$ cat src/rtl/fvc_pkg.sv
// Shared types and constants for the FIFO vertex cache miss counter.
`timescale 1ns / 1ps
`default_nettype none

package fvc_pkg;

  localparam int CACHE_DEPTH_DEFAULT = 32;

  localparam int VIDX_W     = 32;
  localparam int MISS_W     = 32;
  localparam int CFG_W      = 6;
  localparam int S_TDATA_W  = 32;
  localparam int M_TDATA_W  = 40;

  localparam logic [CFG_W-1:0]  CACHE_ENTRIES_RESET = CFG_W'(32);
  localparam logic [MISS_W-1:0] MISS_MAX            = '1;

  // controller -> datapath
  typedef struct packed {
    logic start;   // input transaction taken, latch payload, clear scan
    logic step;    // read next cache entry
    logic update;  // apply miss handling and load the output register
  } fvc_cmd_t;

  // datapath -> controller
  typedef struct packed {
    logic fill_zero;  // cache holds no entries
    logic scan_last;  // entry being read is the last filled one
    logic out_free;   // output register can take a result
  } fvc_status_t;

endpackage

`default_nettype wire

$ cat src/rtl/fvc_datapath.sv
// Datapath: tag memory, scan compare, fill/oldest pointers, miss total, output register.
`timescale 1ns / 1ps
`default_nettype none

module fvc_datapath #(
  parameter int CACHE_DEPTH = fvc_pkg::CACHE_DEPTH_DEFAULT
) (
  input  wire                              clk,
  input  wire                              rst,
  input  wire  fvc_pkg::fvc_cmd_t          cmd,
  output fvc_pkg::fvc_status_t             status,
  input  wire  [fvc_pkg::S_TDATA_W-1:0]    s_tdata,
  input  wire                              s_tlast,
  input  wire                              cfg_valid,
  output logic                             cfg_ready,
  input  wire  [fvc_pkg::CFG_W-1:0]        cfg_data,
  output logic                             m_tvalid,
  input  wire                              m_tready,
  output logic [fvc_pkg::M_TDATA_W-1:0]    m_tdata,
  output logic                             m_tlast
);
  import fvc_pkg::*;

  localparam int FCW = $clog2(CACHE_DEPTH + 1);
  localparam int AW  = (CACHE_DEPTH > 1) ? $clog2(CACHE_DEPTH) : 1;
  localparam int EW  = (FCW > CFG_W) ? FCW : CFG_W;

  logic [VIDX_W-1:0] mem [CACHE_DEPTH];

  logic [CFG_W-1:0]  cache_entries;
  logic [VIDX_W-1:0] idx;
  logic              last_in;
  logic [AW-1:0]     scan_addr;
  logic [VIDX_W-1:0] rd_data;
  logic              cmp_valid;
  logic              hit;
  logic [FCW-1:0]    fill_count;
  logic [AW-1:0]     oldest_slot;
  logic [MISS_W-1:0] miss_total;

  logic [EW-1:0]     cfg_ext;
  logic [EW-1:0]     size_min1;
  logic [EW-1:0]     size_w;
  logic [FCW-1:0]    size;
  logic              hit_now;
  logic [MISS_W-1:0] miss_total_next;
  logic [AW-1:0]     slot_base;
  logic [FCW-1:0]    slot_inc;
  logic [AW-1:0]     oldest_slot_next;
  logic              append;
  logic [AW-1:0]     wr_addr;

  assign cfg_ready = 1'b1;

  always_ff @(posedge clk) begin
    if (rst) begin
      cache_entries <= CACHE_ENTRIES_RESET;
    end else if (cfg_valid) begin
      cache_entries <= cfg_data;
    end
  end

  // effective size: zero counts as one, clamp to the built depth
  always_comb begin
    cfg_ext   = EW'(cache_entries);
    size_min1 = (cfg_ext == '0) ? EW'(1) : cfg_ext;
    size_w    = (size_min1 > EW'(CACHE_DEPTH)) ? EW'(CACHE_DEPTH) : size_min1;
    size      = FCW'(size_w);
  end

  always_ff @(posedge clk) begin
    if (cmd.start) begin
      idx     <= s_tdata[VIDX_W-1:0];
      last_in <= s_tlast;
    end
  end

  // one entry read per step, compared in the cycle after
  always_ff @(posedge clk) begin
    if (cmd.step) begin
      rd_data <= mem[scan_addr];
    end
  end

  always_ff @(posedge clk) begin
    if (rst) begin
      scan_addr <= '0;
      cmp_valid <= 1'b0;
      hit       <= 1'b0;
    end else begin
      cmp_valid <= cmd.step;
      if (cmd.start) begin
        scan_addr <= '0;
        hit       <= 1'b0;
      end else begin
        if (cmd.step) begin
          scan_addr <= scan_addr + AW'(1);
        end
        if (cmp_valid && (rd_data == idx)) begin
          hit <= 1'b1;
        end
      end
    end
  end

  assign hit_now = hit;

  always_comb begin
    miss_total_next = miss_total;
    if (!hit_now && (miss_total != MISS_MAX)) begin
      miss_total_next = miss_total + MISS_W'(1);
    end
    append    = (fill_count < size);
    slot_base = (FCW'(oldest_slot) >= fill_count) ? '0 : oldest_slot;
    slot_inc  = FCW'(slot_base) + FCW'(1);
    oldest_slot_next = (slot_inc >= fill_count) ? '0 : slot_inc[AW-1:0];
    wr_addr   = append ? fill_count[AW-1:0] : slot_base;
  end

  always_ff @(posedge clk) begin
    if (cmd.update && !hit_now) begin
      mem[wr_addr] <= idx;
    end
  end

  always_ff @(posedge clk) begin
    if (rst) begin
      fill_count  <= '0;
      oldest_slot <= '0;
      miss_total  <= '0;
    end else if (cmd.update) begin
      if (last_in) begin
        fill_count  <= '0;
        oldest_slot <= '0;
        miss_total  <= '0;
      end else begin
        miss_total <= miss_total_next;
        if (!hit_now) begin
          if (append) begin
            fill_count <= fill_count + FCW'(1);
          end else begin
            oldest_slot <= oldest_slot_next;
          end
        end
      end
    end
  end

  always_ff @(posedge clk) begin
    if (rst) begin
      m_tvalid <= 1'b0;
    end else if (cmd.update) begin
      m_tvalid <= 1'b1;
    end else if (m_tready) begin
      m_tvalid <= 1'b0;
    end
  end

  always_ff @(posedge clk) begin
    if (cmd.update) begin
      m_tdata <= {{(M_TDATA_W - MISS_W - 1){1'b0}}, miss_total_next, hit_now};
      m_tlast <= last_in;
    end
  end

  always_comb begin
    status.fill_zero = (fill_count == '0);
    status.scan_last = ((FCW'(scan_addr) + FCW'(1)) == fill_count);
    status.out_free  = !m_tvalid || m_tready;
  end

  a_fill_bound: assert property (@(posedge clk) disable iff (rst)
    fill_count <= FCW'(CACHE_DEPTH))
    else $error("fill count beyond built depth");

  a_oldest_bound: assert property (@(posedge clk) disable iff (rst)
    (FCW'(oldest_slot) < fill_count) || (oldest_slot == '0))
    else $error("oldest pointer outside filled entries");

  a_update_out: assert property (@(posedge clk) disable iff (rst)
    cmd.update |-> status.out_free)
    else $error("result loaded over a waiting one");

  a_update_valid: assert property (@(posedge clk) disable iff (rst)
    cmd.update |=> m_tvalid)
    else $error("result not presented after update");

endmodule

`default_nettype wire

$ cat src/rtl/fvc_ctrl.sv
// Controller: sequences accept, tag scan and update for each transaction.
`timescale 1ns / 1ps
`default_nettype none

module fvc_ctrl (
  input  wire                         clk,
  input  wire                         rst,
  input  wire                         s_tvalid,
  output logic                        s_tready,
  input  wire  fvc_pkg::fvc_status_t  status,
  output fvc_pkg::fvc_cmd_t           cmd
);
  import fvc_pkg::*;

  localparam logic [1:0] ST_IDLE   = 2'd0;
  localparam logic [1:0] ST_SCAN   = 2'd1;
  localparam logic [1:0] ST_WAIT   = 2'd2;
  localparam logic [1:0] ST_UPDATE = 2'd3;

  logic [1:0] state;
  logic [1:0] state_next;

  always_ff @(posedge clk) begin
    if (rst) begin
      state <= ST_IDLE;
    end else begin
      state <= state_next;
    end
  end

  always_comb begin
    state_next = state;
    cmd        = '0;
    s_tready   = 1'b0;
    unique case (state)
      ST_IDLE: begin
        s_tready = 1'b1;
        if (s_tvalid) begin
          cmd.start  = 1'b1;
          state_next = status.fill_zero ? ST_UPDATE : ST_SCAN;
        end
      end
      ST_SCAN: begin
        cmd.step = 1'b1;
        if (status.scan_last) begin
          state_next = ST_WAIT;
        end
      end
      // last read entry is compared here
      ST_WAIT: begin
        state_next = ST_UPDATE;
      end
      ST_UPDATE: begin
        if (status.out_free) begin
          cmd.update = 1'b1;
          state_next = ST_IDLE;
        end
      end
      default: begin
        state_next = ST_IDLE;
      end
    endcase
  end

  a_one_cmd: assert property (@(posedge clk) disable iff (rst)
    $onehot0({cmd.start, cmd.step, cmd.update}))
    else $error("more than one datapath command at once");

  a_scan_follows: assert property (@(posedge clk) disable iff (rst)
    (cmd.start && !status.fill_zero) |=> cmd.step)
    else $error("scan did not begin after accept");

endmodule

`default_nettype wire

$ cat src/rtl/fifo_vertex_cache_miss_counter_core.sv
// Top level of the FIFO post-transform vertex cache miss counter.
//
//  channel   dir  handshake          payload
//  s_*       in   s_tvalid/s_tready  s_tdata = vertex_index; s_tlast = last_index
//  m_*       out  m_tvalid/m_tready  m_tdata = hit, miss_count; m_tlast = last
//  cfg_*     in   cfg_valid/ready    cfg_data = cache_entries
//
// An item goes straight from accept to update when the cache is empty; otherwise
// the tags sit in a single-port memory and are scanned first, one entry per cycle.
// Reset (rst, synchronous) empties the cache, clears the miss total and sets
// cache_entries to 32. The output register holds a result while m_tready is low;
// the next item is accepted meanwhile and its update waits for the register.
`timescale 1ns / 1ps
`default_nettype none

module fifo_vertex_cache_miss_counter_core #(
  parameter int CACHE_DEPTH = fvc_pkg::CACHE_DEPTH_DEFAULT
) (
  input  wire                            clk,
  input  wire                            rst,
  input  wire                            s_tvalid,
  output logic                           s_tready,
  input  wire  [fvc_pkg::S_TDATA_W-1:0]  s_tdata,   // [31:0] vertex_index
  input  wire                            s_tlast,
  output logic                           m_tvalid,
  input  wire                            m_tready,
  output logic [fvc_pkg::M_TDATA_W-1:0]  m_tdata,   // [0] hit, [32:1] miss_count, rest zero
  output logic                           m_tlast,
  input  wire                            cfg_valid,
  output logic                           cfg_ready,
  input  wire  [fvc_pkg::CFG_W-1:0]      cfg_data
);
  import fvc_pkg::*;

  fvc_cmd_t    cmd;
  fvc_status_t status;

  fvc_ctrl u_ctrl (
    .clk      (clk),
    .rst      (rst),
    .s_tvalid (s_tvalid),
    .s_tready (s_tready),
    .status   (status),
    .cmd      (cmd)
  );

  fvc_datapath #(
    .CACHE_DEPTH (CACHE_DEPTH)
  ) u_datapath (
    .clk       (clk),
    .rst       (rst),
    .cmd       (cmd),
    .status    (status),
    .s_tdata   (s_tdata),
    .s_tlast   (s_tlast),
    .cfg_valid (cfg_valid),
    .cfg_ready (cfg_ready),
    .cfg_data  (cfg_data),
    .m_tvalid  (m_tvalid),
    .m_tready  (m_tready),
    .m_tdata   (m_tdata),
    .m_tlast   (m_tlast)
  );

endmodule

`default_nettype wire

$ cat config.mk
export PLATFORM = sky130hd
export DESIGN_NAME = fifo_vertex_cache_miss_counter_core
export DESIGN_NICKNAME = d
export VERILOG_FILES = /design/src/rtl/fvc_pkg.sv /design/src/rtl/fvc_datapath.sv /design/src/rtl/fvc_ctrl.sv /design/src/rtl/fifo_vertex_cache_miss_counter_core.sv
export SDC_FILE = /design/constraint.sdc
export NUM_CORES = 1
export LEC_CHECK = 0
export BUFFER_PORTS_ARGS = -buffer_cell sky130_fd_sc_hd__buf_2
export CORE_ASPECT_RATIO = 1.25
export CORE_MARGIN = 10
export CORE_UTILIZATION = 40
export CTS_BUF_LIST = sky130_fd_sc_hd__clkbuf_4 sky130_fd_sc_hd__clkbuf_8 sky130_fd_sc_hd__clkbuf_16
export DETAILED_ROUTE_END_ITERATION = 16
export PLACE_DENSITY = 0.56
export SYNTH_ARGS = -nofsm -noshare
export SYNTH_HDL_FRONTEND = slang
export SYNTH_SLANG_ARGS = --single-unit
$ cat constraint.sdc
create_clock -name clk -period 10.2 [get_ports clk]
set_input_delay 1.53 -clock clk [delete_from_list [all_inputs] [get_ports clk]]
set_output_delay 1.53 -clock clk [all_outputs]
set_load 0.02 [all_outputs]
==> results of run 1 <==
final timing paths:
| kind | slack (ns) | startpoint | endpoint |
|---|---|---|---|
| max | 5.81 | u_datapath.scan_addr[1]$_SDFFE_PP0P_ | u_datapath.rd_data[18]$_DFFE_PP_ |
| min | 0.52 | u_datapath.miss_total[16]$_SDFFE_PP0P_ | u_datapath.miss_total[16]$_SDFFE_PP0P_ |
| max reg2reg | 5.81 | u_datapath.scan_addr[1]$_SDFFE_PP0P_ | u_datapath.rd_data[18]$_DFFE_PP_ |
| min reg2reg | 0.52 | u_datapath.miss_total[16]$_SDFFE_PP0P_ | u_datapath.miss_total[16]$_SDFFE_PP0P_ |
state kept, by name, indices dropped and copies added (netlist names):
name and flops:
u_datapath.idx 32, u_datapath.m_tdata 33, u_ctrl.state 2, u_datapath.cmp_valid 1, u_datapath.hit 1, u_datapath.cache_entries 6
u_datapath.last_in 1, u_datapath.m_tlast 1, u_datapath.miss_total 32, u_datapath.m_tvalid 1, u_datapath.rd_data 32, u_datapath.fill_count 6
u_datapath.mem 1024, u_datapath.scan_addr 5, u_datapath.oldest_slot 5
cell usage in the layout (no fill, tap or decap), types with 33 or more instances in the layout:
| master | count |
|---|---|
| dfxtp_1 | 54 |
| nand2_1 | 52 |
| buf_4 | 76 |
| a21oi_1 | 38 |
| nor2_1 | 42 |
| xor2_1 | 50 |
| edfxtp_1 | 1123 |
| buf_2 | 79 |
| nand3_1 | 33 |
| mux4_2 | 320 |
| clkbuf_16 | 118 |
critical path: cells and delay by family, from the launching register on:
family | cells | cell delay, ns
flops | 1 | 0.91
buf+inv | 2 | 1.61
mux | 3 | 1.23
power groups by stage:
| stage | Sequential [mW] | Clock [mW] | Combinational (mW) |
|---|---|---|---|
| after global routing | 5.80 | 4.41 | 1.48 |
| after CTS | 5.78 | 4.21 | 1.40 |
| after global placement | 5.87 | 0 | 1.37 |
| final | 5.78 | 4.12 | 1.36 |
| after detailed placement | 5.88 | 0 | 1.40 |
| after floorplan | 5.90 | 0 | 0.906 |
stage by stage:
step	cell area (um2)	instances	hold slack, ns	util [%]	total power, mW
final	52580	3908	0.5215	45.81	11.26
after global routing	52580	3908	0.5549	45.81	11.69
after CTS	52580	3908	0.5245	45.81	11.40
after detailed placement	48910	3698	0.5123	42.61	7.281
after global placement	48910	3698	0.5049	42.61	7.242
after floorplan	46270	2178	0.4195	-	6.808
kinds of logic (layout without fill, tap and decap cells):
group	after synthesis	in the layout
buf+inv	137	387
fa+ha+maj	25	25
other cells	2	8
mux	358	358
flops	1182	1182
xor+xnor	78	78
simple gates	262	262
compound gates	128	128
area by class of cell:
type | count | area share, %
clock buffers | 144 | 5.987
multi-input cells | 859 | 21.07
well taps | 1480 | 3.522
inverters | 21 | 0.1499
repair buffers | 156 | 1.875
flip-flops and latches | 1182 | 66.42
clock inverters | 66 | 0.9828
routing by layer:
| metal | vias up | wire [um] |
|---|---|---|
| li1 | 9361 | - |
| met1 | 11990 | 46590 |
| met2 | 764 | 54740 |
| met3 | 140 | 6479 |
| met4 | 0 | 2278 |
| met5 | - | 0 |
==> impl_results.md, run 1 <==
* Status: completed
* Setup_tns at 0 ns
* Residual DRC count at 0
* RSZ-0062 raised after global routing: no
* Area growth from synthesis to layout at 13.70%
* Die H at approximately 400 um
* Mean Syn Cell Area at 21.29 um2
* Vias in the first global route at 23490
* Via Count at between 20000 and 25000
* Io pins at 88
* Total core area at 0.1148 mm2
* Mux contribution to synthesized area at 16.49%
* Max Clk Rate at between 200 and 250 MHz
* Leakage power at 16.10 nW
* Post-synthesis compound-gate area fraction at 1.807%
* Initial core utilization at 40.29%
* Sequential Power Share at approximately 50%
* GRT met1 Usage at 23.71%
* Met2 usage at 28.27%
* Internal at 8.611 mW
* Die footprint at 0.1297 mm2
* Commonest cells in the netlist: edfxtp_1, mux4_2, clkbuf_1, nor2_1, dfxtp_1
* Type of origin of the critical path: flip-flop
* Fin nets at 2404
* Synth Area in XOR/XNOR at 1.477%
* Largest net degree at the start of global routing at 140
* Number of enable flip-flop cells after synthesis at 1123
* Clk sink count at 1182
* # resized after CTS at 0
* R2r worst-path depth at 5
* Ys flop type: edfxtp_1
* CP Capture Type: flip-flop
* Crit-path most repeated cell: mux4_2
* Final Cycle Share at 43.07%
* Synth Register Bits at around 1200
* Largest cells by area after synthesis: edfxtp_1, mux4_2, dfxtp_1, xor2_1, mux2_2
* Chip width at approximately 320 um
* Routed wire length at about 110000 um
* DRT iter0 DRCs at 2215
* DP Worst Slack at 5.700 ns
* WL/cell at 28.17 um
* Slew HR at 19.85%
* Vias per cell at between 5 and 6
* Placer Congestion at approximately 0.77
* Synth Area in Simple Gates at 2.854%
* Count leader, synth: edfxtp_1
* First-pass GRT wire length at 161900 um
* Crit Path Class: reg -> reg
* CTS root buffer: clkbuf_16
* Max VDD drop at approximately 0.13 mV
* Main combinational cell family by area after synthesis: multiplexers
* # Post-CTS Setup Buffers at 0
* Hold path cells at 2
* Global route overflow at 0
* Arrival @ worst endpoint at 4.84 ns
* Cell taking the most area after synthesis: edfxtp_1
* Req. time, crit path at approximately 11 ns
* Worst-path cell chain: buf_12 > buf_4 > mux4_2 > mux4_2 > mux2_2
* TritonRoute pass-1 iters at 5
* Net switching power at 2.647 mW
* Initial antenna violation count at 4
* PwrDens at 214.1 mW/mm2
* GR peak layer: met2
* Clock Tree Buf Depth at 3
* Htree depth at 3
* Share of the synthesized area in the top cell type at 72.92%
* Synthesized cell area at roughly 0.046 mm2
* Port buffer count at 79
* Crit Path Max Fanout at 139
* Hpwl dp at 58700 um
* Crit-path max cell delay at 0.99 ns
* Clock Skew at 0.02752 ns
* M3 GR Usage at between 2 and 2.5%
* Comb power frac at 12.1%
* Async SR Flop Fraction at 0%
* Worst setup margin at 5.807 ns
* Clock latency on the worst-skew pair at ~0.70 ns
* Type of the worst min-delay path: reg -> reg
* # fillers at between 9000 and 10000
* YS warnings at 0
* Clock network fraction of total power at 36.6%
* Inserted Clock Buffers at between 100 and 150
* CTS clk-pin slew, worst paths at 0.07 ns
* Sequential area share after synthesis at 75.48%
* ANT cells at 0
* Area of the multi-input gates at 0.01108 mm2
* Site Rows at 139
* Final Hold Violating Endpoints at 0
* Share of cells above drive strength 1 at 30.64%
* Max Cap Viol at 0
* Max stage delay cell, worst path: buf_4
* Synth cell types at 65
* Reg area at 0.03492 mm2
* Tot GR Track Use at 17.06%
* Cells after Synth at 2172
* Post-Synth Adder-Cell Area at 0.6764%
* Tightest Pin Transition at 1.202 ns
* Crit path time final at about 4.4 ns
* Post-route ant nets at 0
* Pins Over Slew Limit at 0
* Net Sw Frac at 23.51%
* CTS tree: done
* Hold Buf Count CTS at 0
* # setup viols final at 0
Note: power is estimated with default switching activity, not from simulation.
==> run 2: changes to the inputs <==
--- a/config.mk
+++ b/config.mk
@@ -5,13 +5,14 @@
 export SDC_FILE = /design/constraint.sdc
 export NUM_CORES = 1
 export LEC_CHECK = 0
+export ABC_AREA = 1
 export BUFFER_PORTS_ARGS = -buffer_cell sky130_fd_sc_hd__buf_2
 export CORE_ASPECT_RATIO = 1.25
 export CORE_MARGIN = 10
 export CORE_UTILIZATION = 40
 export CTS_BUF_LIST = sky130_fd_sc_hd__clkbuf_4 sky130_fd_sc_hd__clkbuf_8 sky130_fd_sc_hd__clkbuf_16
 export DETAILED_ROUTE_END_ITERATION = 16
-export PLACE_DENSITY = 0.56
+export PLACE_DENSITY = 0.58
 export SYNTH_ARGS = -nofsm -noshare
 export SYNTH_HDL_FRONTEND = slang
 export SYNTH_SLANG_ARGS = --single-unit
==> constraint.sdc (replaced) <==
create_clock -name clk -period 3.9 [get_ports clk]
set_input_delay 0.585 -clock clk [delete_from_list [all_inputs] [get_ports clk]]
set_output_delay 0.585 -clock clk [all_outputs]
set_load 0.02 [all_outputs]
==> run 2 against run 1 <==
  * Count of clock-buffer cells in the layout down 8
  * Largest power group unchanged
  * Register-to-register slack worse by 5.1 ns
  * Sequential cell count unchanged
  * Total power grew to 2.9 times the previous value
  * Maximum frequency up 38%
  * Clock power rose to 2.7 times the previous value
==> impl_results.md, run 2 <==
* Reg area at 0.03492 mm2 (unchanged)
* # resized after CTS at 0 (unchanged)
* Global route overflow at 0 (unchanged)
* Clock latency on the worst-skew pair at 0.75 ns (+0.05 ns)
* Slew HR at 34.42% (+15 points)
* Max Clk Rate at 313.2 MHz (+38%)
* Crit Path Max Fanout at 6 (-96%)
* Synthesized cell area at 0.04786 mm2 (+3.5%)
* Req. time, crit path at 4.57 ns (-6.07 ns)
* Synth cell types at 48 (-26%)
* Mean Syn Cell Area at 12.70 um2 (-40%)
* Cells after Synth at 3768 (+73%)
* Final Cycle Share at 81.86% (+39 points)
* Vias in the first global route at 30310 (+29%)
* Arrival @ worst endpoint at 3.86 ns (-0.98 ns)
* Biggest regs: u_datapath.mem: 1024 flops, u_datapath.m_tdata: 33 flops
* WL/cell at 24.65 um (-12%)
* Fin area at 0.05545 mm2 (+5.5%)
* Commonest cells in the netlist: edfxtp_1, nor2_1, o21ai_0, nand2_1, o221ai_1
* Crit-path most repeated cell: nand2_1
* Worst-path cell chain: inv_1 > ha_1 > nand2_1 > nand2_1 > a21oi_1 > nand2_1 > nor2_1 > ha_1 > inv_1 > nor2_1 > nand3_1 > nand2_1 > inv_1 > ha_1 > nand2_1 > inv_1 > o211ai_1 > o2111ai_1 > nor3_1 > nor2_1 > nor2_1
* Crit path time final at 3.192 ns (-1.201 ns)
* RSZ-0062 raised after global routing: no
* Total core area at 0.1186 mm2 (+3.3%)
* Chip width at 329.4 um (+1.6%)
* DRT iter0 DRCs at 3604 (+63%)
* Synth Register Bits at 1182 (unchanged)
* Crit Path Class: reg -> reg
* Pins Over Slew Limit at 0 (unchanged)
* # setup viols final at 0 (unchanged)
* Type of the worst min-delay path: in -> reg
* Area of the multi-input gates at 0.01166 mm2 (+5.3%)
* Clock Tree Buf Depth at 3 (unchanged)
* Most common cell after layout, fill and taps aside: edfxtp_1
* Site Rows at 141 (+1.4%)
* Largest net degree at the start of global routing at 110 (-21%)
* Via Count at 31530 (+42%)
* Clock Skew at 0.05639 ns (+0.02886 ns)
* Crit-path max cell delay at 0.34 ns (-0.65 ns)
* Cell taking the most area after synthesis: edfxtp_1
* Number of enable flip-flop cells after synthesis at 1123 (unchanged)
* First-pass GRT wire length at 203100 um (+25%)
* Io pins at 88 (unchanged)
* Placer Congestion at 0.8633 (+13%)
* Share of cells above drive strength 1 at 14.21% (-16 points)
* Hpwl dp at 86750 um (+48%)
* Most frequent cells in the layout: edfxtp_1, nor2_1, o21ai_0
* Finished Layout Cells at 5607 (+43%)
* Area growth from synthesis to layout at 15.84%
* Sequential area share after synthesis at 72.92% (-2.6 points)
* CTS clk-pin slew, worst paths at 0.06 ns (about the same)
* Fin nets at 4005 (+67%)
* # fillers at 10580 (+11%)
* Tightest Pin Transition at 0.9837 ns (-0.2186 ns)
* Post-route ant nets at 0 (unchanged)
* Final Hold Violating Endpoints at 0 (unchanged)
* Tot Pwr at 32.22 mW (+190%)
* YS warnings at 0 (unchanged)
* Inserted Clock Buffers at 113 (-1.7%)
* Async SR Flop Fraction at 0% (unchanged)
* # Post-CTS Setup Buffers at 0 (unchanged)
* Type of origin of the critical path: flip-flop
* CTS tree: done
* Leakage power at 18.31 nW (+14%)
* Max stage delay cell, worst path: dfxtp_1
* Status: completed
* Largest register FFs at 1024 (unchanged)
* CTS root buffer: clkbuf_16
* Initial antenna violation count at 3 (-1)
* Worst setup margin at 0.7075 ns (-5.099 ns)
* TritonRoute pass-1 iters at 6 (+1)
* Setup_tns at 0 ns (unchanged)
* Count leader, synth: edfxtp_1
* Top reg by flops: u_datapath.mem
* Port buffer count at 79 (unchanged)
* Die footprint at 0.1340 mm2 (+3.3%)
* Ys flop type: edfxtp_1
* DP Worst Slack at 0.7331 ns (-4.967 ns)
* Final design utilization at 46.77% (+0.96 points)
* Placed Cells at 5366 (+45%)
* CP Capture Type: flip-flop
* Vias per cell at 5.623 (-1.2%)
* Die H at 406.8 um (+1.6%)
* Clk sink count at 1182 (unchanged)
* Htree depth at 3 (unchanged)
* Largest cells by area after synthesis: edfxtp_1, o21ai_0, nor2_1, o221ai_1, dfxtp_1
* Max Cap Viol at 0 (unchanged)
* Residual DRC count at 0 (unchanged)
* PwrDens at 581.2 mW/mm2 (+170%)
* Initial core utilization at 40.37% (+0.086 points)
* Share of the synthesized area in the top cell type at 70.45% (-2.5 points)
* Placed cell areas at 0.05142 mm2 (+5.1%)
* Routed wire length at 138200 um (+26%)
* Max VDD drop at 0.4227 mV (+220%)
* Fin Hold WS at 0.03127 ns (-0.4903 ns)
* Tot GR Track Use at 20.17% (+3.1 points)
[run 2: cell count changes after synthesis, moves of 88 or more]
| cell | before | now |
|---|---|---|
| mux4_2 | 320 | 0 |
| o221ai_1 | 0 | 194 |
| nor2_1 | 74 | 707 |
| clkbuf_1 | 78 | 170 |
| nand2_1 | 52 | 232 |
| nand3_1 | 33 | 121 |
| o21ai_0 | 25 | 561 |
[run 2: cells by family after synthesis]
kind of cell	after synthesis	share of synthesized area, %
flops	1182	72.92
compound gates	1006	12.63
buf+inv	370	3.270
simple gates	1141	9.724
other cells	2	0.01569
fa+ha+maj	25	0.6535
xor+xnor	42	0.7842
[run 2: worst paths after layout]
check	from	to	slack [ns]	cells past startpoint
max	u_datapath.fill_count[3]$_SDFFE_PP0P_	u_datapath.oldest_slot[3]$_SDFFE_PP0P_	0.71	21
min	s_tdata[1]	u_datapath.idx[1]$_DFFE_PP_	0.03	1
max reg2reg	u_datapath.fill_count[3]$_SDFFE_PP0P_	u_datapath.oldest_slot[3]$_SDFFE_PP0P_	0.71	21
min reg2reg	u_datapath.miss_total[17]$_SDFFE_PP0P_	u_datapath.miss_total[17]$_SDFFE_PP0P_	0.48	2
[run 2: what timing repair did]
action | in CTS | in global routing
endpoints found under the setup margin | 0 | 0
endpoints found under the hold margin | 28 | 0
hold buffers | 28 | 0
[run 2: power breakdown]
group	switching, mW	total, mW	internal, mW
clock	4.91	11.1	6.14
sequential	0.348	15.2	14.8
combinational	4.52	6.01	1.49
total	9.78	32.2	22.4
[run 2: worst max-delay path: cells and delay by family (launching register included)]
kind | cells | cell delay [ns]
AOI/OAI and AO/OA | 3 | 0.50
adders and majority gates | 3 | 0.82
DFF | 1 | 0.34
and+or+nand+nor | 11 | 1.19
buffers and inverters | 4 | 0.27
[run 2: per-layer routing]
layer | vias up | global-route usage [%] | wire length, um
met3 | 194 | 2.674 | 10180
li1 | 14290 | - | -
met5 | - | 0 | 0
met4 | 0 | 6.630 | 3953
met1 | 15760 | 27.72 | 57830
met2 | 1291 | 32.95 | 66270
[run 2: final cells by class]
type | instances | area share, %
Antenna cell | 1 | 0.004513
Clock buffer | 136 | 5.411
Clock inverter | 76 | 1.338
Inverter | 123 | 0.8733
Multi-Input combinational cell | 2222 | 21.04
Sequential cell | 1182 | 62.98
Tap cell | 1573 | 3.550
Timing Repair Buffer | 294 | 4.811
